**config.mk**
```make
export PLATFORM = sky130hd
export DESIGN_NAME = dpq_cell
export DESIGN_NICKNAME = d
export VERILOG_FILES = /design/src/hdl/double_ended_priority_queue_assert.svh /design/src/hdl/dpq_pkg.sv /design/src/hdl/dpq_cell.sv
export SDC_FILE = /design/constraint.sdc
export NUM_CORES = 1
export LEC_CHECK = 0
export CORE_ASPECT_RATIO = 0.7
export CORE_MARGIN = 4
export CORE_UTILIZATION = 40
export CTS_CLUSTER_DIAMETER = 150
export DETAILED_ROUTE_END_ITERATION = 12
export DONT_BUFFER_PORTS = 1
export PLACE_DENSITY = 0.63
export SYNTH_ARGS = -nofsm -noshare
export SYNTH_HDL_FRONTEND = slang
export SYNTH_SLANG_ARGS = --single-unit
```
**constraint.sdc**
```tcl
create_clock -name clock -period 3.9 [get_ports clock]
set_input_delay 0 -clock clock [delete_from_list [all_inputs] [get_ports clock]]
set_output_delay 0 -clock clock [all_outputs]
set_load 0.01 [all_outputs]
```
**src/hdl/double_ended_priority_queue_assert.svh**
```systemverilog
// Assertion macros shared by the queue design.
`ifndef DOUBLE_ENDED_PRIORITY_QUEUE_ASSERT_SVH
`define DOUBLE_ENDED_PRIORITY_QUEUE_ASSERT_SVH

// Same-cycle implication, checked outside reset.
`define DPQ_ASSERT_NOW(name, clk, rst, pre, post, msg) \
   name: assert property (@(posedge clk) disable iff (rst) (pre) |-> (post)) else $error(msg);

// Next-cycle implication, checked outside reset.
`define DPQ_ASSERT_NEXT(name, clk, rst, pre, post, msg) \
   name: assert property (@(posedge clk) disable iff (rst) (pre) |=> (post)) else $error(msg);

`endif

```
**src/hdl/dpq_pkg.sv**
```systemverilog
`timescale 1ns / 1ps

package dpq_pkg;

   localparam int DEFAULT_CAPACITY = 64;
   localparam int VALUE_W          = 32;
   localparam int OP_W             = 2;
   localparam int COUNT_OUT_W      = 7;
   localparam int STATUS_W         = 2;

   typedef logic [OP_W-1:0] op_type;

   localparam op_type OP_INSERT     = 2'd0;
   localparam op_type OP_REMOVE_MAX = 2'd1;
   localparam op_type OP_REMOVE_MIN = 2'd2;

   typedef enum logic [STATUS_W-1:0] {
      STATUS_DONE  = 2'd0,
      STATUS_FULL  = 2'd1,
      STATUS_EMPTY = 2'd2
   } status_type;

   typedef logic signed [VALUE_W-1:0] value_type;

   // Command broadcast to every cell of the sorted array.
   typedef struct packed {
      logic      insert;
      logic      remove_min;
      logic      remove_max;
      value_type value;
   } cell_ctrl_type;

endpackage

```
**src/hdl/dpq_cell.sv**
```systemverilog
`timescale 1ns / 1ps

// One slot of the sorted array. Slots hold values in ascending order from
// the low end; occupied slots are contiguous starting at slot zero.
module dpq_cell (
   input  logic                  clock,
   input  logic                  reset,
   input  dpq_pkg::cell_ctrl_type ctrl,
   input  dpq_pkg::value_type    left_value,
   input  logic                  left_valid,
   input  logic                  left_beyond,
   input  dpq_pkg::value_type    right_value,
   input  logic                  right_valid,
   output dpq_pkg::value_type    value,
   output logic                  valid,
   output logic                  beyond,
   output dpq_pkg::value_type    top_value
);

   dpq_pkg::value_type value_ff, value_in;
   logic               valid_ff, valid_in;

   // This slot lies at or past the insertion point of the new value.
   assign beyond = !valid_ff || (value_ff > ctrl.value);

   always_comb begin
      value_in = value_ff;
      valid_in = valid_ff;
      if (ctrl.insert) begin
         valid_in = left_valid;
         if (beyond) begin
            value_in = left_beyond ? left_value : ctrl.value;
         end
      end else if (ctrl.remove_min) begin
         valid_in = right_valid;
         value_in = right_value;
      end else if (ctrl.remove_max) begin
         valid_in = right_valid;
      end
   end

   always_ff @(posedge clock) begin
      if (reset) begin
         valid_ff <= 1'b0;
      end else begin
         valid_ff <= valid_in;
      end
      value_ff <= value_in;
   end

   assign value     = value_ff;
   assign valid     = valid_ff;
   assign top_value = (valid_ff && !right_valid) ? value_ff : '0;

endmodule

```
# Yosys cells after proc, flatten, opt, wreduce, memory -nomap -nowiden

Cells that the tools add are included.

Flip-flop bits (word level): 33
Logic and storage cells: 19

$lt $le $gt $ge: 1
Muxes and demuxes: 8
Reduce and logical (&&, ||, !) cells: 7
Equality and inequality tests: 1

Operators by type and width:

| operator             | number |
|---|---|
| $mux W32             | 5 |
| $gt A32 B32 Y1       | 1 |
| $mux W1              | 3 |
| $reduce_bool A3 Y1   | 1 |
| $logic_not A1 Y1     | 2 |
| $ne A2 B1 Y1 const B | 1 |
| $reduce_and A2 Y1    | 1 |
| $reduce_bool A2 Y1   | 1 |
| $logic_and A1 B1 Y1  | 1 |
| $logic_or A1 B1 Y1   | 1 |

# Longest topological paths before layout

Gate-level depths: netlist of the first run.

Depth in word-level cells: 4
Depth in mapped cells: 8

# Worst setup path before layout of the first run

No wires, ideal clock.

Path kind: register to register
From: reg value_ff[31] (netlist: value[31])
To: reg value_ff[0] (netlist: value[0]) (enable)
Buffers on the path: 0
Library setup time: 441 ps
Stages on the path, launching flop included: 8
Slack: 147 ps
Arrival time: 3312 ps
Period minus slack after synthesis: 3753 ps
Path through: edfxtp_1 -> ha_1 -> nand4_2 -> nor4_2 -> nand4_1 -> a31oi_1 -> o221ai_1 -> a31oi_1

Cells in the longest elaborated chain, start to end: 4

Ends and longest elaborated chain:

| element                            | line           | source |
|---|---|---|
| start, declared                    | dpq_cell.sv:20 | `dpq_pkg::value_type value_ff, value_in;` |
| start signal, assigned             | dpq_cell.sv:48 | `value_ff <= value_in;` |
| $gt A32 B32 Y1                     | dpq_cell.sv:24 | `assign beyond = !valid_ff \|\| (value_ff > ctrl.value);` |
| $logic_or A1 B1 Y1                 | dpq_cell.sv:24 |  |
| $ne A2 B1 Y1 (no source line)      | -              |  |
| $reduce_and A2 Y1 (no source line) | -              |  |

Every way passes these cells.
A chain may end at the register's enable or synchronous reset.

# Worst setup path in the final report of the first run

From: reg value_ff[29] (netlist: value[29])
To: reg value_ff[25] (netlist: value[25]) (enable)

The elaborated chain is that of the path after synthesis.

==> results of run 1 <==
## power groups by stage
stage          Combinational [uW]  Clock, uW  Sequential [uW]
2_1_floorplan                 171          0              481
3_3_place_gp                  194          0              494
3_5_place_dp                  198          0              495
4_1_cts                       232        253              488
5_1_grt                       264        264              491
6_report                      233        240              487
## per-stage QoR
step	cells	utilization [%]	total power (uW)	hold WS (ns)	setup WS [ns]
2_1_floorplan	300	-	652	0.0724	0.147
4_1_cts	413	49.5	973	0.000150	0.627
3_3_place_gp	377	43.7	688	0.0789	0.826
6_report	415	49.8	960	0.00465	0.728
5_1_grt	415	49.8	1020	-0.00476	0.418
3_5_place_dp	377	43.7	694	0.0790	0.648
## final timing paths
| kind | from | cells past startpoint | endpoint | slack, ns |
|---|---|---|---|---|
| max | value[29]$_DFFE_PP_ | 8 | value[25]$_DFFE_PP_ | 0.73 |
| min | ctrl[34] | 2 | value[28]$_DFFE_PP_ | 0.005 |
| max reg2reg | value[29]$_DFFE_PP_ | 8 | value[25]$_DFFE_PP_ | 0.73 |
| min reg2reg | valid$_SDFFE_PP0P_ | 1 | value[12]$_DFFE_PP_ | 1.00 |
## flip-flops by register name, summed over array words and instances, names as in the netlist
name,count
valid,1
value,32
## metal layers
| metal | GRT usage, % | vias to the layer above |
|---|---|---|
| met5 | 0 | - |
| met4 | 5.11 | 0 |
| met3 | 3.52 | 10 |
| met2 | 31.2 | 110 |
| met1 | 23.2 | 1066 |
| li1 | - | 1095 |
## cells by family (layout without fill, tap and decap cells)
family / Yosys count / count (layout) / synth area share [%]
and+or+nand+nor: 94 / 94 / 18.4
adders and majority gates: 32 / 32 / 14.7
AOI/OAI and AO/OA: 61 / 61 / 12.4
DFF: 33 / 33 / 36.0
buffers and inverters: 48 / 72 / 6.74
muxes: 32 / 32 / 11.7
## layout make-up
type	instances	area (um2)
Multi-Input combinational cell	219	1580
Fill cell	611	3220
Clock buffer	6	72.6
Timing Repair Buffer	32	328
Inverter	33	124
Clock inverter	1	3.75
Sequential cell	33	981
Tap cell	91	114
## cell usage in the layout (no fill, tap or decap), drive strengths merged
master | netlist | layout
or2b | 1 | 1
mux2i | 32 | 32
dfxtp | 1 | 1
clkinv | 0 | 1
nand3b | 1 | 1
a221oi | 2 | 2
a221o | 1 | 1
dlygate4sd3 | 0 | 30
o21ai | 5 | 5
o211ai | 1 | 1
nor2 | 38 | 38
a31oi | 2 | 2
nand3 | 1 | 1
a21oi | 44 | 44
ha | 32 | 32
o221ai | 1 | 1
clkbuf | 10 | 6
inv | 33 | 33
and2 | 33 | 33
a21o | 5 | 5
nand4 | 5 | 5
edfxtp | 32 | 32
nor4 | 2 | 2
nand2 | 10 | 10
buf | 5 | 2
nor2b | 1 | 1
nand2b | 2 | 2
==> run_results.csv, run 1 <==
group,metric,value,unit
pwr,p_int,666,uW
synthesis,synth_top_area_share,35.2,%
worst_setup_path,worstSetupStartpointType,"register",
timing,final.setup.tns,0,ns
route,drtAntennaViolNets,0,
route,wl_met2,3750,um
global_routing,grt_use_total,18.1,%
worst_setup_path,cp_max_fo,18,
cts,htree_levels,2,
cells_and_area,drive_gt1_share,4.01,%
place,hpwl,5700,um
worst_setup_path,crit_path_cell_trace,"ha_1, nand4_2, nor4_2, nand4_1, a31oi_1, o221ai_1, a31oi_4, buf_4",
route,drt_pass1_iterations,7,
pwr,clkPwrFrac,25.0,%
worst_setup_path,crit_required,3.85,ns
cts,cts_buffers,5,
timing,clock_skew,0.0109,ns
cts,cts_tree,"built",
floorplan,die_w,107,um
cts,path_clk_slew,0.06,ns
synthesis,yosys-top-cells-area,"edfxtp_1, ha_1, mux2i_1, a21oi_1, and2_1",
timing,layout_min_cycle_time,3.17,ns
route,wire_per_inst,19.1,um
synthesis,syn_area,2730,um2
status,status,"finished, final reports clean",
route,remaining_drc_errors,0,
synthesis,netlist_instances,300,
route,via_per_inst,5.50,
synthesis,syn_avg_cell_area,9.09,um2
cts,clockRootBuffer,"clkbuf_8",
route,routed_wirelength,7910,um
route,vias,2281,
route,top_layer_used,"met4",
synthesis,synth_most_common_cell,"a21oi_1",
global_routing,grt_pass1_wl,11900,um
floorplan,dieArea,8230,um2
pwr,p_leak,0.00144,uW
timing,setup_viol,0,
place,io_buffers,0,
global_routing,grt_pass1_vias,2338,
synthesis,syn_nets,436,
synthesis,yosys.area.top_type,"edfxtp_1",
pwr,sw_frac_of_total,30.6,%
worst_setup_path,crit_type,"reg -> reg",
timing,rsz0062_at_grt,"no",
worst_setup_path,cpPeakStageDelay,0.55,ns
worst_setup_path,crit_buf_inv,1,
pwr,p_seq_share,50.7,%
timing,timing.final.crit_share,81.3,%
cts,cts_buffer_depth,2,
worst_setup_path,crit_arrival,3.12,ns
job,maxCapViolations,0,
pwr,comb_power_share,24.3,%
synthesis,yosysSeqAreaShare,36.0,%
floorplan,die_h,77.1,um
cts,clk_latency,0.28,ns
cells_and_area,diodes,0,
cells_and_area,syn2layout_area_growth,17.4,%
synthesis,yosys-top-cells-count,"a21oi_1, nor2_1, inv_1",
pwr,power_density,300,nW/um2
floorplan,row_count,24,
global_routing,antenna_found_initial,0,
floorplan,core_region_area,6430,um2
pwr,p_sw,294,uW
pwr,peakVddDrop,0.145,mV
cts,clock_sinks,33,
floorplan,start_util,42.4,%
worst_setup_path,slowest_stage,"a31oi_4",
synthesis,synth_edf_count,32,
synthesis,async_flop_share,0,%
hold_path,min_path_type,"in -> reg",
place,gp_congestion,0.756,
worst_setup_path,crit_family,"compound AO/OA/AOI/OAI gates",
cts,post_cts_buffers,0,
timing,fmax,0.315,GHz
cts,cts_hold_buf,29,
cells_and_area,finalInstanceArea,3200,um2
cells_and_area,nets,460,
floorplan,io_pins,170,
cts,cts_resized,0,
route,drtIter0Drc,128,
synthesis,synth_seq_cells,33,
timing,worstMarginPinSlew,1.05,ns
global_routing,overflow,0,
route,wl_met1,3430,um
global_routing,grt_max_degree,56,
timing,maxSlewViolCount,0,
synthesis,synth_flop_cell,"edfxtp_1",
timing,slew_headroom,29.6,%
worst_setup_path,endpoint_kind,"register",
timing,hold_viol,0,
synthesis,yosysWarnings,0,
route,met3_wirelength,595,um
synthesis,synth.distinct_cells,30,
place,dpl_cell_area,2810,um2
Note: power is estimated with default switching activity, not from simulation.
==> run 2: changes to the inputs <==
Settings changed: ABC_AREA set to 1.
Clock period 3.9 ns to 2.6 ns, I/O delays scaled along.
==> run_results.csv, run 2 <==
group,metric,value,unit
worst_setup_path,crit_type,"reg -> reg",
cells_and_area,final_cell_mix,"nor2_1, nand2_1, inv_1, o21ai_1, dlygate4sd3_1",
synthesis,syn_area,2790,um2
synthesis,async_flop_share,0,%
global_routing,grt_pass1_wl,13000,um
cells_and_area,drive_gt1_share,7.13,%
cts,cts_buffers,5,
synthesis,synth_edf_count,32,
status,status,"finished, final reports clean",
pwr,power_density,434,nW/um2
cts,cts_tree,"built",
cells_and_area,diodes,0,
pwr,p_leak,0.00179,uW
place,io_buffers,0,
cells_and_area,final_cells,557,
floorplan,io_pins,170,
timing,worst_slack,0.204,ns
timing,clock_skew,0.0116,ns
worst_setup_path,worstSetupStartpointType,"register",
cts,clockRootBuffer,"clkbuf_8",
synthesis,synth_seq_cells,33,
synthesis,syn_nets,536,
synthesis,syn_avg_cell_area,6.96,um2
place,dp.cells,489,
floorplan,core_region_area,6760,um2
cells_and_area,nets,598,
worst_setup_path,cp_max_fo,10,
timing,final.setup.tns,0,ns
global_routing,grt_use_total,19.3,%
route,vias,2748,
route,drtIter0Drc,132,
floorplan,dieArea,8380,um2
cts,clock_sinks,33,
place,dpl_cell_area,2930,um2
timing,maxSlewViolCount,0,
timing,timing.final.crit_share,92.1,%
synthesis,synth_most_common_cell,"nor2_1",
cts,htree_levels,2,
synthesis,synth_top_area_share,34.5,%
timing,setup_viol,0,
synthesis,netlist_instances,400,
synthesis,synth.distinct_cells,21,
job,maxCapViolations,0,
place,gp_congestion,0.759,
cells_and_area,largest_reg_flops,32,
cells_and_area,syn2layout_area_growth,31.5,%
route,routed_wirelength,8300,um
worst_setup_path,crit_arrival,2.40,ns
synthesis,yosysWarnings,0,
timing,fmax,0.417,GHz
route,via_per_inst,4.93,
synthesis,yosys-top-cells-count,"nor2_1, nand2_1, inv_1, o21ai_1",
floorplan,die_w,108,um
route,remaining_drc_errors,0,
global_routing,antenna_found_initial,0,
global_routing,overflow,0,
timing,slew_headroom,57.8,%
global_routing,grt_pass1_vias,2747,
route,drt_pass1_iterations,4,
floorplan,die_h,77.8,um
cts,path_clk_slew,0.07,ns
worst_setup_path,reg2reg_slack,0.20,ns
pwr,p_total,1590,uW
route,wire_per_inst,14.9,um
floorplan,start_util,41.2,%
place,pre_cts_slack,0.104,ns
place,hpwl,6140,um
floorplan,row_count,25,
timing,layout_min_cycle_time,2.40,ns
timing,worstMarginPinSlew,0.632,ns
cts,clk_latency,0.28,ns
synthesis,yosysSeqAreaShare,35.2,%
pwr,peakVddDrop,0.191,mV
global_routing,grt_max_degree,36,
synthesis,yosys.area.top_type,"edfxtp_1",
worst_setup_path,crit_required,2.60,ns
timing,rsz0062_at_grt,"no",
route,drtAntennaViolNets,0,
timing,hold_viol,0,
worst_setup_path,endpoint_kind,"register",
hold_path,min_path_type,"in -> reg",
synthesis,yosys-top-cells-area,"edfxtp_1, ha_1, o21ai_1, nor2_1, nand2_1",
cts,cts_buffer_depth,2,
synthesis,synth_flop_cell,"edfxtp_1",
cells_and_area,finalInstanceArea,3660,um2
## run 2: cell type report
class / instances / area [um2]
well taps: 94 / 118
clock buffers: 6 / 72.6
flip-flops and latches: 33 / 981
clock inverters: 2 / 10.0
fillers: 641 / 3090
multi-input cells: 277 / 1500
inverters: 75 / 282
repair buffers: 70 / 704
## run 2: metal layers
layer | track usage [%] | part of all wire, % | vias up
met5 | 0 | 0 | -
met4 | 4.41 | 0.65 | 0
met3 | 4.90 | 8.8 | 5
met2 | 33.4 | 47 | 128
met1 | 24.1 | 43 | 1220
li1 | - | - | 1395
## run 2: logic make-up (layout without fill, tap and decap cells)
group,Yosys count,in the layout,synth area share (%)
AOI/OAI and AO/OA,83,83,15.2
adders and majority gates,32,32,14.4
and+or+nand+nor,162,162,22.9
buffers and inverters,90,153,12.3
DFF,33,33,35.2
## run 2: timing repair
action,CTS,global route
endpoints found under the setup margin,0,27
hold buffers,58,0
hold endpoints to repair,33,0
resized for setup,0,6
setup buffers,0,1
## run 2: per-stage QoR
step	hold WS [ns]	util (%)
finish	0.00756	54.2
global route	0.00155	54.2
CTS	0.00580	53.2
detailed placement	0.0714	43.4
global placement	0.0737	43.4
floorplan	0.0691	-
## run 2: power breakdown
part / internal, uW / switching, uW
sequential: 660 / 77.0
combinational: 233 / 247
clock: 186 / 188
total: 1080 / 512
## run 2: worst max-delay path, cell delays in order (launching register included)
cell	delay, ns
edfxtp_1	0.50
ha_4	0.32
nand2_1	0.07
nor2_2	0.14
nand3_2	0.10
nor3b_2	0.22
nand2_1	0.10
nand2_1	0.06
nand2_1	0.05
nand2_1	0.05
nand2_1	0.06
nand2_2	0.07
nand2_2	0.09
nand2_8	0.11
clkbuf_16	0.17
## run 2: final timing paths
kind	startpoint	endpoint	depth (start not counted)
setup / recovery	value[23]$_DFFE_PP_	value[21]$_DFFE_PP_	14
hold / removal	left_value[14]	value[14]$_DFFE_PP_	2
setup reg to reg	value[23]$_DFFE_PP_	value[21]$_DFFE_PP_	14
hold reg to reg	valid$_SDFFE_PP0P_	value[8]$_DFFE_PP_	3
==> run 3: changes to the inputs <==
Settings changed: CORE_MARGIN 4 to 3, CTS_BUF_LIST set to sky130_fd_sc_hd__clkbuf_8, RECOVER_POWER set to 100.
==> run_results.csv, run 3 (synthesis results as in run 2) <==
group,metric,value,unit
worst_setup_path,cp_max_fo,20,
place,hpwl,5900,um
route,routed_wirelength,8760,um
place,io_buffers,0,
timing,setup_viol,0,
floorplan,core_region_area,6490,um2
cts,cts_tree,"built",
worst_setup_path,crit_type,"reg -> reg",
cells_and_area,syn2layout_area_growth,29.1,%
cts,clockRootBuffer,"clkbuf_8",
cts,htree_levels,2,
pwr,sw_frac_of_total,31.7,%
cells_and_area,finalInstanceArea,3600,um2
cts,cts_buffer_depth,2,
timing,maxSlewViolCount,0,
worst_setup_path,r2r_start,"value[23]$_DFFE_PP_",
pwr,clkPwrFrac,24.8,%
pwr,power_density,441,nW/um2
pwr,p_seq_share,46.6,%
cts,cts_buffers,5,
route,wl_met2,4140,um
timing,hold_ws,-0.0105,ns
route,drt_pass1_iterations,6,
timing,worstMarginPinSlew,1.22,ns
cells_and_area,final_cell_mix,"nor2_1, nand2_1, inv_1, dlygate4sd3_1, o21ai_0",
worst_setup_path,crit_family,"simple AND/OR/NAND/NOR gates",
pwr,p_sw,502,uW
route,wire_per_inst,15.9,um
worst_setup_path,reg2reg_slack,0.22,ns
pwr,p_int,1080,uW
floorplan,io_pins,170,
hold_path,min_path_type,"in -> reg",
route,wl_met1,3850,um
place,dpl_cell_area,2900,um2
worst_setup_path,worstSetupPathDepth,14,
global_routing,grt_pass1_wl,12900,um
place,gp_congestion,0.765,
route,vias,2846,
worst_setup_path,crit_path_cell_trace,"ha_1, nand2_1, nor2_1, nand3_1, nor3b_2, nand2_1, nand2_1, nand2_1, nand2_1, nand2_1, nand2_2, nand2_2, nand2_2, buf_12",
cts,path_clk_slew,0.07,ns
floorplan,row_count,24,
cts,clk_latency,0.28,ns
job,maxCapViolations,0,
timing,slew_headroom,18.7,%
cells_and_area,largest_reg_flops,32,
route,drtAntennaViolNets,0,
cts,clock_sinks,33,
timing,final.setup.tns,0,ns
timing,worst_slack,0.220,ns
global_routing,grt_max_degree,36,
cells_and_area,nets,596,
timing,timing.final.crit_share,91.5,%
status,status,"finished, violations left",
cells_and_area,drive_gt1_share,3.69,%
floorplan,die_h,75.8,um
hold_path,whs_endpoint,"value[22]$_DFFE_PP_",
place,pre_cts_slack,0.172,ns
worst_setup_path,crit_required,2.58,ns
worst_setup_path,reg2reg_to,"value[6]$_DFFE_PP_",
hold_path,worstHoldStart,"left_value[22]",
worst_setup_path,worstSetupStartpointType,"register",
worst_setup_path,crit_buf_inv,1,
timing,layout_min_cycle_time,2.38,ns
route,remaining_drc_errors,0,
pwr,p_leak,0.00176,uW
worst_setup_path,crit_arrival,2.36,ns
worst_setup_path,worstRegToRegCells,14,
route,top_layer_used,"met4",
pwr,comb_power_share,28.6,%
cells_and_area,diodes,0,
global_routing,grt_use_total,20.5,%
worst_setup_path,cpPeakStageDelay,0.48,ns
route,met3_wirelength,651,um
timing,clock_skew,0.00946,ns
cells_and_area,final_common_cell,"nor2_1",
status,violations,"hold timing",
timing,rsz0062_at_grt,"no",
worst_setup_path,slowest_stage,"edfxtp_1",
worst_setup_path,endpoint_kind,"register",
timing,fmax,0.420,GHz
cells_and_area,post-route-util,55.4,%
route,via_per_inst,5.16,
floorplan,start_util,42.9,%
global_routing,grt_pass1_vias,2685,
cells_and_area,n_fill_cell,629,
timing,hold_viol,1,
hold_path,worstHoldPathCells,2,
global_routing,antenna_found_initial,0,
cells_and_area,final_cells,552,
pwr,peakVddDrop,0.222,mV
place,dp.cells,482,
floorplan,die_w,106,um
floorplan,dieArea,8020,um2
worst_setup_path,cpMostUsedCell,"nand2_1",
global_routing,overflow,0,
route,drtIter0Drc,215,
==> run 3: changes by cell type in the layout (fill, tap and decap cells not counted), moves of 2 or more <==
cell	previous run	this run
buf_4	9	0
dlygate4sd3_1	58	62
o21ai_1	63	32
clkinv_2	2	0
inv_1	69	73
inv_2	5	3
o21ai_0	3	34
clkbuf_1	1	4
==> run 3: worst register-to-register path: stages (launching register included) <==
cell and delay [ns]:
edfxtp_1 0.48, ha_1 0.34, nand2_1 0.07, nor2_1 0.14, nand3_1 0.12, nor3b_2 0.23
nand2_1 0.10, nand2_1 0.06, nand2_1 0.04, nand2_1 0.05, nand2_1 0.06, nand2_2 0.07
nand2_2 0.05, nand2_2 0.09, buf_12 0.18
==> run 3: per-layer routing <==
metal / global-route usage (%) / up-vias
met3: 4.57 / 11
met4: 5.32 / 0
met1: 26.0 / 1302
met5: 0 / -
met2: 36.2 / 143
li1: - / 1390
==> run 3: area by class of cell <==
class / instances / area, um2 / area share (%)
clock buffer: 6 / 82.6 / 2.30
sequential: 33 / 981 / 27.3
multi-input combinational: 277 / 1460 / 40.7
timing repair buffer: 68 / 667 / 18.5
tap: 91 / 114 / 3.17
clock inverter: 2 / 7.51 / 0.209
inverter: 75 / 282 / 7.83
==> run 3: worst max path at each step <==
stage                         from                   to
6_report       value[23]$_DFFE_PP_   value[6]$_DFFE_PP_
5_1_grt        value[17]$_DFFE_PP_  value[15]$_DFFE_PP_
4_1_cts        value[30]$_DFFE_PP_  value[21]$_DFFE_PP_
3_5_place_dp   value[30]$_DFFE_PP_  value[25]$_DFFE_PP_
3_3_place_gp   value[23]$_DFFE_PP_  value[25]$_DFFE_PP_
2_1_floorplan  value[31]$_DFFE_PP_   value[0]$_DFFE_PP_
==> run 3: power by group through the flow <==
stage                     Clock, uW  Sequential (uW)  Combinational, uW
after floorplan                   0              735                284
after global placement            0              750                352
after detailed placement          0              752                364
after CTS                       410              739                457
after global routing            428              747                520
final                           393              738                453
==> run 3: timing repair <==
action,in CTS,in global routing
endpoints found under the setup margin,0,12
hold buffers,61,1
buffers inserted,0,0
gates resized for setup,0,1
endpoints found under the hold margin,33,1
==> run 3: through the flow <==
stage / hold slack [ns] / power [uW]
final: -0.0105 / 1580
after global routing: 0.00812 / 1700
after CTS: 0.00473 / 1610
after detailed placement: 0.0734 / 1120
after global placement: 0.0724 / 1100
after floorplan: 0.0691 / 1020
